**src/rtl/signed_radix_to_ascii_unit_assert.svh**
```systemverilog
// ----------------------------------------------------------------------------
// signed_radix_to_ascii_unit_assert.svh
// Assertion macros for the signed radix to ascii unit; empty under SYNTH
// ----------------------------------------------------------------------------
`ifndef SIGNED_RADIX_TO_ASCII_UNIT_ASSERT_SVH
`define SIGNED_RADIX_TO_ASCII_UNIT_ASSERT_SVH

`ifndef SYNTH
// same-cycle implication, checked outside reset
`define SRTA_ASSERT_IMP(lbl, ante, cons, msg) \
  lbl: assert property (@(posedge clk) disable iff (rst) (ante) |-> (cons)) \
    else $error(msg);
// next-cycle implication, checked outside reset
`define SRTA_ASSERT_NXT(lbl, ante, cons, msg) \
  lbl: assert property (@(posedge clk) disable iff (rst) (ante) |=> (cons)) \
    else $error(msg);
`else
`define SRTA_ASSERT_IMP(lbl, ante, cons, msg)
`define SRTA_ASSERT_NXT(lbl, ante, cons, msg)
`endif

`endif

```
**src/rtl/srta_pkg.sv**
```systemverilog
// ----------------------------------------------------------------------------
// srta_pkg
// Shared types and constants of the signed radix to ascii unit
// ----------------------------------------------------------------------------
`default_nettype none

package srta_pkg;

  // parameter defaults
  localparam int MAX_RADIX_DEF  = 16;
  localparam int VALUE_BITS_DEF = 32;

  // quotient bits resolved by the divider in one cycle
  localparam int DIV_BITS_PER_CYCLE = 4;

  // fixed field widths
  localparam int CHAR_W       = 8;
  localparam int ALPHA_CHARS  = 16;
  localparam int RADIX_LEN_W  = 5;
  localparam int CFG_DATA_W   = 64;
  localparam int CFG_INDEX_W  = 2;
  localparam int IN_DATA_W    = 32;
  localparam int ALPHA_IDX_W  = 4;

  // register indexes
  localparam logic [CFG_INDEX_W-1:0] REG_RADIX_LEN   = 2'd0;
  localparam logic [CFG_INDEX_W-1:0] REG_DIGITS_LOW  = 2'd1;
  localparam logic [CFG_INDEX_W-1:0] REG_DIGITS_HIGH = 2'd2;

  // characters
  localparam logic [CHAR_W-1:0] CH_PLUS  = 8'h2B;
  localparam logic [CHAR_W-1:0] CH_MINUS = 8'h2D;
  localparam logic [CHAR_W-1:0] CH_ZERO  = 8'h30;

  // sequencer states
  typedef enum logic [2:0] {
    ST_IDLE,
    ST_CHECK,
    ST_DIV_GO,
    ST_DIV_WAIT,
    ST_SIGN,
    ST_READ,
    ST_LOAD,
    ST_EMIT
  } state_t;

  // sequencer strobes to the datapath
  typedef struct packed {
    logic accept;
    logic chk_step;
    logic chk_fail;
    logic div_start;
    logic push;
    logic sign_load;
    logic pop;
    logic char_load;
    logic take;
  } ctl_t;

  // divider status
  typedef struct packed {
    logic busy;
    logic done;
  } div_stat_t;

endpackage

`default_nettype wire

```
**src/rtl/srta_div.sv**
```systemverilog
// ----------------------------------------------------------------------------
// srta_div
// Iterative restoring divider by a small radix, several quotient bits a cycle
// ----------------------------------------------------------------------------
`default_nettype none

module srta_div #(
  parameter int DIV_W  = 32,
  parameter int DIG_W  = 4
) (
  input  wire logic                  clk,
  input  wire logic                  rst,
  input  wire logic                  start,
  input  wire logic [DIV_W-1:0]      dividend,
  input  wire logic [DIG_W:0]        divisor,
  output srta_pkg::div_stat_t        stat,
  output logic      [DIV_W-1:0]      quotient,
  output logic      [DIG_W-1:0]      remainder
);

  localparam int BPC    = srta_pkg::DIV_BITS_PER_CYCLE;
  localparam int STEPS  = DIV_W / BPC;
  localparam int STEP_W = $clog2(STEPS + 1);

  logic [STEP_W-1:0] step_cnt;
  logic              done;
  logic [DIV_W-1:0]  q_w;
  logic [DIG_W:0]    r_w;

  // BPC shift-compare-subtract steps; dividend bits leave at the top,
  // quotient bits enter at the bottom
  always_comb begin
    q_w = quotient;
    r_w = {1'b0, remainder};
    for (int k = 0; k < BPC; k++) begin
      r_w = {r_w[DIG_W-1:0], q_w[DIV_W-1]};
      q_w = {q_w[DIV_W-2:0], 1'b0};
      if (r_w >= divisor) begin
        r_w    = r_w - divisor;
        q_w[0] = 1'b1;
      end
    end
  end

  // step counter and done flag
  always_ff @(posedge clk) begin
    if (rst) begin
      step_cnt <= '0;
      done     <= 1'b0;
    end else begin
      done <= 1'b0;
      if (start) begin
        step_cnt <= STEP_W'(STEPS);
      end else if (step_cnt != '0) begin
        step_cnt <= step_cnt - 1'b1;
        done     <= (step_cnt == STEP_W'(1));
      end
    end
  end

  // working registers
  always_ff @(posedge clk) begin
    if (start) begin
      quotient  <= dividend;
      remainder <= '0;
    end else if (step_cnt != '0) begin
      quotient  <= q_w;
      remainder <= r_w[DIG_W-1:0];
    end
  end

  assign stat.busy = (step_cnt != '0);
  assign stat.done = done;

endmodule

`default_nettype wire

```
**src/rtl/srta_stack.sv**
```systemverilog
// ----------------------------------------------------------------------------
// srta_stack
// Digit memory, one write and one registered read per cycle
// ----------------------------------------------------------------------------
`default_nettype none

module srta_stack #(
  parameter int DEPTH  = 32,
  parameter int DATA_W = 4
) (
  input  wire logic                     clk,
  input  wire logic                     wr_en,
  input  wire logic [$clog2(DEPTH)-1:0] wr_addr,
  input  wire logic [DATA_W-1:0]        wr_data,
  input  wire logic                     rd_en,
  input  wire logic [$clog2(DEPTH)-1:0] rd_addr,
  output logic      [DATA_W-1:0]        rd_data
);

  logic [DATA_W-1:0] mem [DEPTH];

  // write port
  always_ff @(posedge clk) begin
    if (wr_en) begin
      mem[wr_addr] <= wr_data;
    end
  end

  // registered read port
  always_ff @(posedge clk) begin
    if (rd_en) begin
      rd_data <= mem[rd_addr];
    end
  end

endmodule

`default_nettype wire

```
**src/rtl/srta_check.sv**
```systemverilog
// ----------------------------------------------------------------------------
// srta_check
// Checks one alphabet character against the sign characters and the rest
// ----------------------------------------------------------------------------
`default_nettype none

module srta_check (
  input  wire logic [srta_pkg::ALPHA_CHARS*srta_pkg::CHAR_W-1:0] alpha,
  input  wire logic [srta_pkg::RADIX_LEN_W-1:0]                  radix_len,
  input  wire logic [srta_pkg::ALPHA_IDX_W-1:0]                  idx,
  output logic                                                   bad
);

  localparam int CW = srta_pkg::CHAR_W;

  logic [CW-1:0] ch;

  assign ch = alpha[idx*CW +: CW];

  // sign characters, or the same character later in the alphabet in use
  always_comb begin
    bad = (ch == srta_pkg::CH_PLUS) || (ch == srta_pkg::CH_MINUS);
    for (int j = 0; j < srta_pkg::ALPHA_CHARS; j++) begin
      if ((srta_pkg::RADIX_LEN_W'(j) > {1'b0, idx}) &&
          (srta_pkg::RADIX_LEN_W'(j) < radix_len) &&
          (alpha[j*CW +: CW] == ch)) begin
        bad = 1'b1;
      end
    end
  end

endmodule

`default_nettype wire

```
**src/rtl/signed_radix_to_ascii_unit.sv**
```systemverilog
// ----------------------------------------------------------------------------
// signed_radix_to_ascii_unit
// Writes a signed number as text in a radix set by a configured alphabet
// ----------------------------------------------------------------------------
//  channel  dir  signals                        payload
//  s_*      in   s_tvalid s_tready s_tdata[31:0] value
//  m_*      out  m_tvalid m_tready m_tdata[7:0]  out_char, m_tlast = last
//  cfg_*    in   cfg_we cfg_index[1:0] cfg_data  radix_len, digits_low/high
//
//  One request at a time. The shared divider resolves 4 quotient bits a cycle
//  for each digit, and each digit waits on a registered digit memory read
//  before it goes out. Radix 2 on the most negative value is the long case.
//  A bad length gives '0' straight from idle, a bad character once the
//  character-by-character check reaches it.
//  Synchronous reset returns to idle; a stalled output holds the sequencer.
// ----------------------------------------------------------------------------
`default_nettype none

`include "signed_radix_to_ascii_unit_assert.svh"

module signed_radix_to_ascii_unit #(
  parameter int MAX_RADIX  = srta_pkg::MAX_RADIX_DEF,
  parameter int VALUE_BITS = srta_pkg::VALUE_BITS_DEF
) (
  input  wire logic                               clk,
  input  wire logic                               rst,
  // input stream
  input  wire logic                               s_tvalid,
  output logic                                    s_tready,
  input  wire logic [srta_pkg::IN_DATA_W-1:0]     s_tdata,   // value
  // output stream
  output logic                                    m_tvalid,
  input  wire logic                               m_tready,
  output logic      [srta_pkg::CHAR_W-1:0]        m_tdata,   // out_char
  output logic                                    m_tlast,
  // configuration writes
  input  wire logic                               cfg_we,
  input  wire logic [srta_pkg::CFG_INDEX_W-1:0]   cfg_index,
  input  wire logic [srta_pkg::CFG_DATA_W-1:0]    cfg_data
);

  localparam int BPC   = srta_pkg::DIV_BITS_PER_CYCLE;
  localparam int DIV_W = ((VALUE_BITS + BPC - 1) / BPC) * BPC;
  localparam int DIG_W = $clog2(MAX_RADIX);
  localparam int AW    = $clog2(VALUE_BITS);
  localparam int CNT_W = $clog2(VALUE_BITS + 1);
  localparam int CW    = srta_pkg::CHAR_W;
  localparam int LW    = srta_pkg::RADIX_LEN_W;
  localparam int IW    = srta_pkg::ALPHA_IDX_W;

  // configuration registers
  logic [LW-1:0]                     radix_len;
  logic [srta_pkg::CFG_DATA_W-1:0]   digits_low;
  logic [srta_pkg::CFG_DATA_W-1:0]   digits_high;
  logic [2*srta_pkg::CFG_DATA_W-1:0] alpha;

  // sequencer and datapath
  srta_pkg::state_t    state;
  srta_pkg::state_t    state_next;
  srta_pkg::ctl_t      ctl;
  srta_pkg::div_stat_t div_stat;
  logic                neg;
  logic [DIV_W-1:0]    mag;
  logic [IW-1:0]       chk_idx;
  logic [CNT_W-1:0]    dcnt;
  logic [CNT_W-1:0]    dcnt_dec;
  logic                len_bad;
  logic                chk_bad;
  logic                chk_last;
  logic                raw_neg;
  logic [VALUE_BITS-1:0] raw;
  logic [VALUE_BITS-1:0] raw_mag;
  logic [DIV_W-1:0]    div_quot;
  logic [DIG_W-1:0]    div_rem;
  logic [DIG_W-1:0]    rd_digit;

  // configuration writes
  always_ff @(posedge clk) begin
    if (rst) begin
      radix_len   <= '0;
      digits_low  <= '0;
      digits_high <= '0;
    end else if (cfg_we) begin
      unique case (cfg_index)
        srta_pkg::REG_RADIX_LEN:   radix_len   <= cfg_data[LW-1:0];
        srta_pkg::REG_DIGITS_LOW:  digits_low  <= cfg_data;
        srta_pkg::REG_DIGITS_HIGH: digits_high <= cfg_data;
        default: ;
      endcase
    end
  end

  assign alpha = {digits_high, digits_low};

  // input decode: magnitude is exact in VALUE_BITS unsigned bits
  assign raw      = s_tdata[VALUE_BITS-1:0];
  assign raw_neg  = raw[VALUE_BITS-1];
  assign raw_mag  = raw_neg ? (~raw + 1'b1) : raw;
  assign len_bad  = (radix_len < LW'(2)) || (radix_len > LW'(MAX_RADIX));
  assign chk_last = (({1'b0, chk_idx} + LW'(1)) == radix_len);
  assign dcnt_dec = dcnt - 1'b1;

  // alphabet checker
  srta_check u_check (
    .alpha     (alpha),
    .radix_len (radix_len),
    .idx       (chk_idx),
    .bad       (chk_bad)
  );

  // shared divider
  srta_div #(
    .DIV_W (DIV_W),
    .DIG_W (DIG_W)
  ) u_div (
    .clk       (clk),
    .rst       (rst),
    .start     (ctl.div_start),
    .dividend  (mag),
    .divisor   (radix_len[DIG_W:0]),
    .stat      (div_stat),
    .quotient  (div_quot),
    .remainder (div_rem)
  );

  // digit memory, last digit out first
  srta_stack #(
    .DEPTH  (VALUE_BITS),
    .DATA_W (DIG_W)
  ) u_stack (
    .clk     (clk),
    .wr_en   (ctl.push),
    .wr_addr (dcnt[AW-1:0]),
    .wr_data (div_rem),
    .rd_en   (ctl.pop),
    .rd_addr (dcnt_dec[AW-1:0]),
    .rd_data (rd_digit)
  );

  // next state
  always_comb begin
    state_next = state;
    unique case (state)
      srta_pkg::ST_IDLE: begin
        if (s_tvalid) begin
          state_next = len_bad ? srta_pkg::ST_EMIT : srta_pkg::ST_CHECK;
        end
      end
      srta_pkg::ST_CHECK: begin
        if (chk_bad) begin
          state_next = srta_pkg::ST_EMIT;
        end else if (chk_last) begin
          state_next = srta_pkg::ST_DIV_GO;
        end
      end
      srta_pkg::ST_DIV_GO: state_next = srta_pkg::ST_DIV_WAIT;
      srta_pkg::ST_DIV_WAIT: begin
        if (div_stat.done) begin
          state_next = (div_quot == '0) ? srta_pkg::ST_SIGN : srta_pkg::ST_DIV_GO;
        end
      end
      srta_pkg::ST_SIGN: state_next = neg ? srta_pkg::ST_EMIT : srta_pkg::ST_READ;
      srta_pkg::ST_READ: state_next = srta_pkg::ST_LOAD;
      srta_pkg::ST_LOAD: state_next = srta_pkg::ST_EMIT;
      srta_pkg::ST_EMIT: begin
        if (m_tready) begin
          state_next = m_tlast ? srta_pkg::ST_IDLE : srta_pkg::ST_READ;
        end
      end
      default: state_next = srta_pkg::ST_IDLE;
    endcase
  end

  // sequencer strobes
  always_comb begin
    ctl      = '0;
    s_tready = 1'b0;
    unique case (state)
      srta_pkg::ST_IDLE: begin
        s_tready     = 1'b1;
        ctl.accept   = s_tvalid;
        ctl.chk_fail = s_tvalid && len_bad;
      end
      srta_pkg::ST_CHECK: begin
        ctl.chk_step = 1'b1;
        ctl.chk_fail = chk_bad;
      end
      srta_pkg::ST_DIV_GO:   ctl.div_start = 1'b1;
      srta_pkg::ST_DIV_WAIT: ctl.push      = div_stat.done;
      srta_pkg::ST_SIGN:     ctl.sign_load = neg;
      srta_pkg::ST_READ:     ctl.pop       = 1'b1;
      srta_pkg::ST_LOAD:     ctl.char_load = 1'b1;
      srta_pkg::ST_EMIT:     ctl.take      = m_tready;
      default: ;
    endcase
  end

  // control registers
  always_ff @(posedge clk) begin
    if (rst) begin
      state    <= srta_pkg::ST_IDLE;
      m_tvalid <= 1'b0;
      chk_idx  <= '0;
      dcnt     <= '0;
    end else begin
      state <= state_next;
      if (ctl.accept) begin
        chk_idx <= '0;
        dcnt    <= '0;
      end
      if (ctl.chk_step) begin
        chk_idx <= chk_idx + 1'b1;
      end
      if (ctl.push) begin
        dcnt <= dcnt + 1'b1;
      end
      if (ctl.pop) begin
        dcnt <= dcnt_dec;
      end
      if (ctl.chk_fail || ctl.sign_load || ctl.char_load) begin
        m_tvalid <= 1'b1;
      end else if (ctl.take) begin
        m_tvalid <= 1'b0;
      end
    end
  end

  // payload registers
  always_ff @(posedge clk) begin
    if (ctl.accept) begin
      neg <= raw_neg;
      mag <= DIV_W'(raw_mag);
    end
    if (ctl.push) begin
      mag <= div_quot;
    end
    if (ctl.chk_fail) begin
      m_tdata <= srta_pkg::CH_ZERO;
      m_tlast <= 1'b1;
    end else if (ctl.sign_load) begin
      m_tdata <= srta_pkg::CH_MINUS;
      m_tlast <= 1'b0;
    end else if (ctl.char_load) begin
      m_tdata <= alpha[IW'(rd_digit)*CW +: CW];
      m_tlast <= (dcnt == '0);
    end
  end

  // checks
  `SRTA_ASSERT_IMP(a_idle_no_out, s_tready, !m_tvalid, "request taken with output pending")
  `SRTA_ASSERT_IMP(a_last_empty, m_tvalid && m_tlast, dcnt == '0, "last char with digits left")
  `SRTA_ASSERT_IMP(a_div_free, ctl.div_start, !div_stat.busy, "divider restarted while busy")
  `SRTA_ASSERT_NXT(a_push_grows, ctl.push, dcnt != '0, "digit count did not grow on push")

endmodule

`default_nettype wire

```
**config.mk**
```make
export PLATFORM = sky130hd
export DESIGN_NAME = signed_radix_to_ascii_unit
export DESIGN_NICKNAME = d
export VERILOG_FILES = /design/src/rtl/srta_pkg.sv /design/src/rtl/srta_div.sv /design/src/rtl/srta_stack.sv /design/src/rtl/srta_check.sv /design/src/rtl/signed_radix_to_ascii_unit.sv
export VERILOG_INCLUDE_DIRS = /design/src /design/src/rtl
export SDC_FILE = /design/constraint.sdc
export NUM_CORES = 1
export LEC_CHECK = 0
export ABC_AREA = 1
export BUFFER_PORTS_ARGS = -buffer_cell sky130_fd_sc_hd__buf_2
export CAP_MARGIN = 20
export CORE_UTILIZATION = 40
export CTS_BUF_LIST = sky130_fd_sc_hd__clkbuf_4 sky130_fd_sc_hd__clkbuf_8
export DETAILED_ROUTE_END_ITERATION = 8
export GPL_ROUTABILITY_DRIVEN = 1
export GPL_TIMING_DRIVEN = 0
export PLACE_DENSITY_LB_ADDON = 0.15
export REMOVE_ABC_BUFFERS = 1
export SKIP_LAST_GASP = 1
export SLEW_MARGIN = 20
export SYNTH_ARGS = -nofsm -noshare
export SYNTH_HDL_FRONTEND = slang
export SYNTH_HIERARCHICAL = 1
export SYNTH_SLANG_ARGS = --single-unit
```
**constraint.sdc**
```tcl
create_clock -name clk -period 5.8 [get_ports clk]
set_input_delay 0.58 -clock clk [delete_from_list [all_inputs] [get_ports clk]]
set_output_delay 0.58 -clock clk [all_outputs]
set_load 0.05 [all_outputs]
```
==> results.yml <==
run_status:
  status: "complete, but fails checks"
  failed_checks: "design-rule violations"
detailed_routing:
  drt_iter0_drc: 1880
  ant_nets: 0
  wire_per_inst_microns: 18.05
  first_pass_iters: 8
  viasPerCell: 5.272
  num_vias: 20580
  wirelength_microns: 70480
  drc: 2
synthesis:
  ys_top_cells_by_area: "edfxtp_1 (27%), nand2_1 (17%), dfxtp_1 (15%)"
  synth_edf_count: 197
  synth_top_area_frac: 0.2721
  ys_seq_area_frac: 0.4241
  syn_inst: 3092
  yosys_register_bits: 362
  synth.cell_area_sq_mm: 0.02174
  synth.distinct_cells: 57
  synthFlopType: "edfxtp_1"
  synth_area_leader_cell: "edfxtp_1"
  async_flop_share: 0
  ys_warn_count: 6
  synth_area_per_cell_sq_um: 7.030
timing:
  hold_violations: 0
  finClkSkew_ns: 0.02943
  slew_headroom: 0.3293
  worstMarginPinSlew_ns: 1.002
  fin_crit_sh: 0.9186
  final.min_clock_period_ns: 5.328
  worst_slack_ns: 0.4720
  setup-tns-final_ns: 0
  max_freq_mhz: 187.7
  rsz0062_at_grt: "no"
  maxSlewViolCount: 0
  finalSetupViolCount: 0
cells_and_area:
  layout_commonest_cell: "nand2_1"
  area_delta_synth_final_pct: 11.43
  multi_input_area_sq_mm: 0.01056
  nets: 3289
  fill_cells: 5520
  regArea_sq_mm: 0.009245
  final_cell_mix: "nand2_1 (1,001), nor2_1 (409), inv_1 (276)"
  layout-drive-gt1-share: 0.1104
pwr:
  p_leak_nw: 10.53
  vdd_ir_drop_max_v: 0.0005642
  powerDensity_mw_per_mm2: 498.4
placement:
  place_hpwl_microns: 49070
  routabilityCongestion: 0.9342
  port-buffer-count: 113
  place_ws_ns: 0.1023
floorplanning:
  die_x_microns: 235.1
  fp.dieH_microns: 235.1
  floorplan.rows: 85
  start_util: 0.4047
  dieArea_sq_mm: 0.05528
  core_area_sq_mm: 0.05371
  ioPinCount: 114
grt:
  track_usage: 0.2528
  grt_pass1_wl_microns: 109200
  grt_pass1_vias: 19170
  grt_antenna_before_repair: 2
  grt_max_degree: 82
  grt_overflow: 0
cts:
  clockBufferDepth: 3
  cts_buffers: 67
  insertion_delay_ns: 0.67
  clock-root-buffer: "clkbuf_8"
  cts_htree_levels: 3
  path_clk_slew_ns: 0.07
  clock-sinks: 362
  cts_tree: "built"
  hold_buffers: 0
setup_path:
  cp-end-kind: "flop"
  arrival_ns: 5.71
  cp-start-kind: "flop"
  slowest_delay_ns: 0.44
  cp.required_ns: 6.19
  critPathKind: "flop to flop"
  critPathSlowestCell: "dfxtp_2"
  cp_common_cell: "nand2_1"
  crit_fanout: 8
job:
  cap_violations: 0
hold_path:
  min_path_type: "input port to flop"
[state kept, by name, indices dropped and copies added, names as in the netlist, 3 cells and up]
name,count
u_stack/mem,128
digits_high,64
digits_low,64
mag,32
u_div/quotient,32
m_tdata,8
dcnt,6
radix_len,5
chk_idx,4
u_div/remainder,4
u_div/step_cnt,4
u_stack/rd_data,4
state,3
[path summary, 6_finish.rpt]
kind / from / end / slack [ns] / cells after the start
worst min register to register: u_div/step_cnt[2] / u_div/done / 0.42 / 1
worst max register to register: radix_len[4] / u_div/quotient[0] / 0.47 / 31
worst min-delay path: cfg_data[33] / digits_high[33] / 0.15 / 3
worst max-delay path: radix_len[4] / u_div/quotient[0] / 0.47 / 31
[final cells by class]
| type | instances | area share |
|---|---|---|
| clock inverters | 19 | 0.006405 |
| diodes | 1 | 0.0001033 |
| well taps | 696 | 0.03595 |
| clock buffers | 102 | 0.05124 |
| repair buffers | 141 | 0.04225 |
| flip-flops and latches | 362 | 0.3817 |
| multi-input cells | 2287 | 0.4360 |
| inverters | 296 | 0.04639 |
[metrics by stage]
stage          cells  hold slack [ns]  power (mW)    util  area [sq um]
6_report        3904           0.1519       12.07  0.4510         24220
5_1_grt         3904           0.1462       13.08  0.4510         24220
4_1_cts         3895           0.1071       12.02  0.4483         24080
3_5_place_dp    3774           0.4182       9.446  0.4223         22680
3_3_place_gp    3754           0.4161       9.280  0.4150         22290
2_1_floorplan   2945           0.3974       7.714       -         20850
[synth_stat cells, types with 21 or more instances]
| master | instances |
|---|---|
| ha_1 | 27 |
| buf_6 | 21 |
| a21oi_1 | 123 |
| inv_1 | 284 |
| o21ai_0 | 244 |
| nand3_1 | 262 |
| buf_2 | 43 |
| o211ai_1 | 33 |
| xor2_1 | 43 |
| nand2_1 | 1003 |
| edfxtp_1 | 197 |
| clkbuf_1 | 51 |
| nor2_1 | 410 |
| dfxtp_1 | 165 |
[routing by layer]
metal,GRT usage,routed length [microns],vias up
met4,0.08134,1350,2
met5,0,13,-
met2,0.3810,30660,773
met3,0.04456,5491,90
li1,-,-,10120
met1,0.3652,32970,9596
[logic make-up (layout without fill, tap and decap cells)]
kind of cell	count (synthesis)	count (layout)	share of synthesized area
AOI/OAI and AO/OA	447	447	0.1124
xor gates and xnor gates	46	46	0.01853
adders and majority gates	31	31	0.01923
buffers and inverters	443	558	0.09204
DFF	362	362	0.4241
other	0	1	0
and+or+nand+nor	1763	1763	0.3337
[worst max-delay path, delay by kind of cell, from the launching register on]
kind	cells	cell delay (ns)
and+or+nand+nor	16	1.77
adders and majority gates	4	1.40
AOI/OAI and AO/OA	7	1.02
buffers and inverters	4	0.44
DFF	1	0.44
[power breakdown]
group / internal, mW / leakage, nW / switching [mW]
Combinational: 1.92 / 6.61 / 3.85
Sequential: 3.33 / 3.18 / 0.422
Clock: 1.39 / 0.739 / 1.16
Total: 6.64 / 10.5 / 5.43
[timing repair]
action	CTS	global route
buffers inserted	0	6
gates resized for setup	0	11
endpoints found under the setup margin	0	5
(Power assumes the default switching activity.)
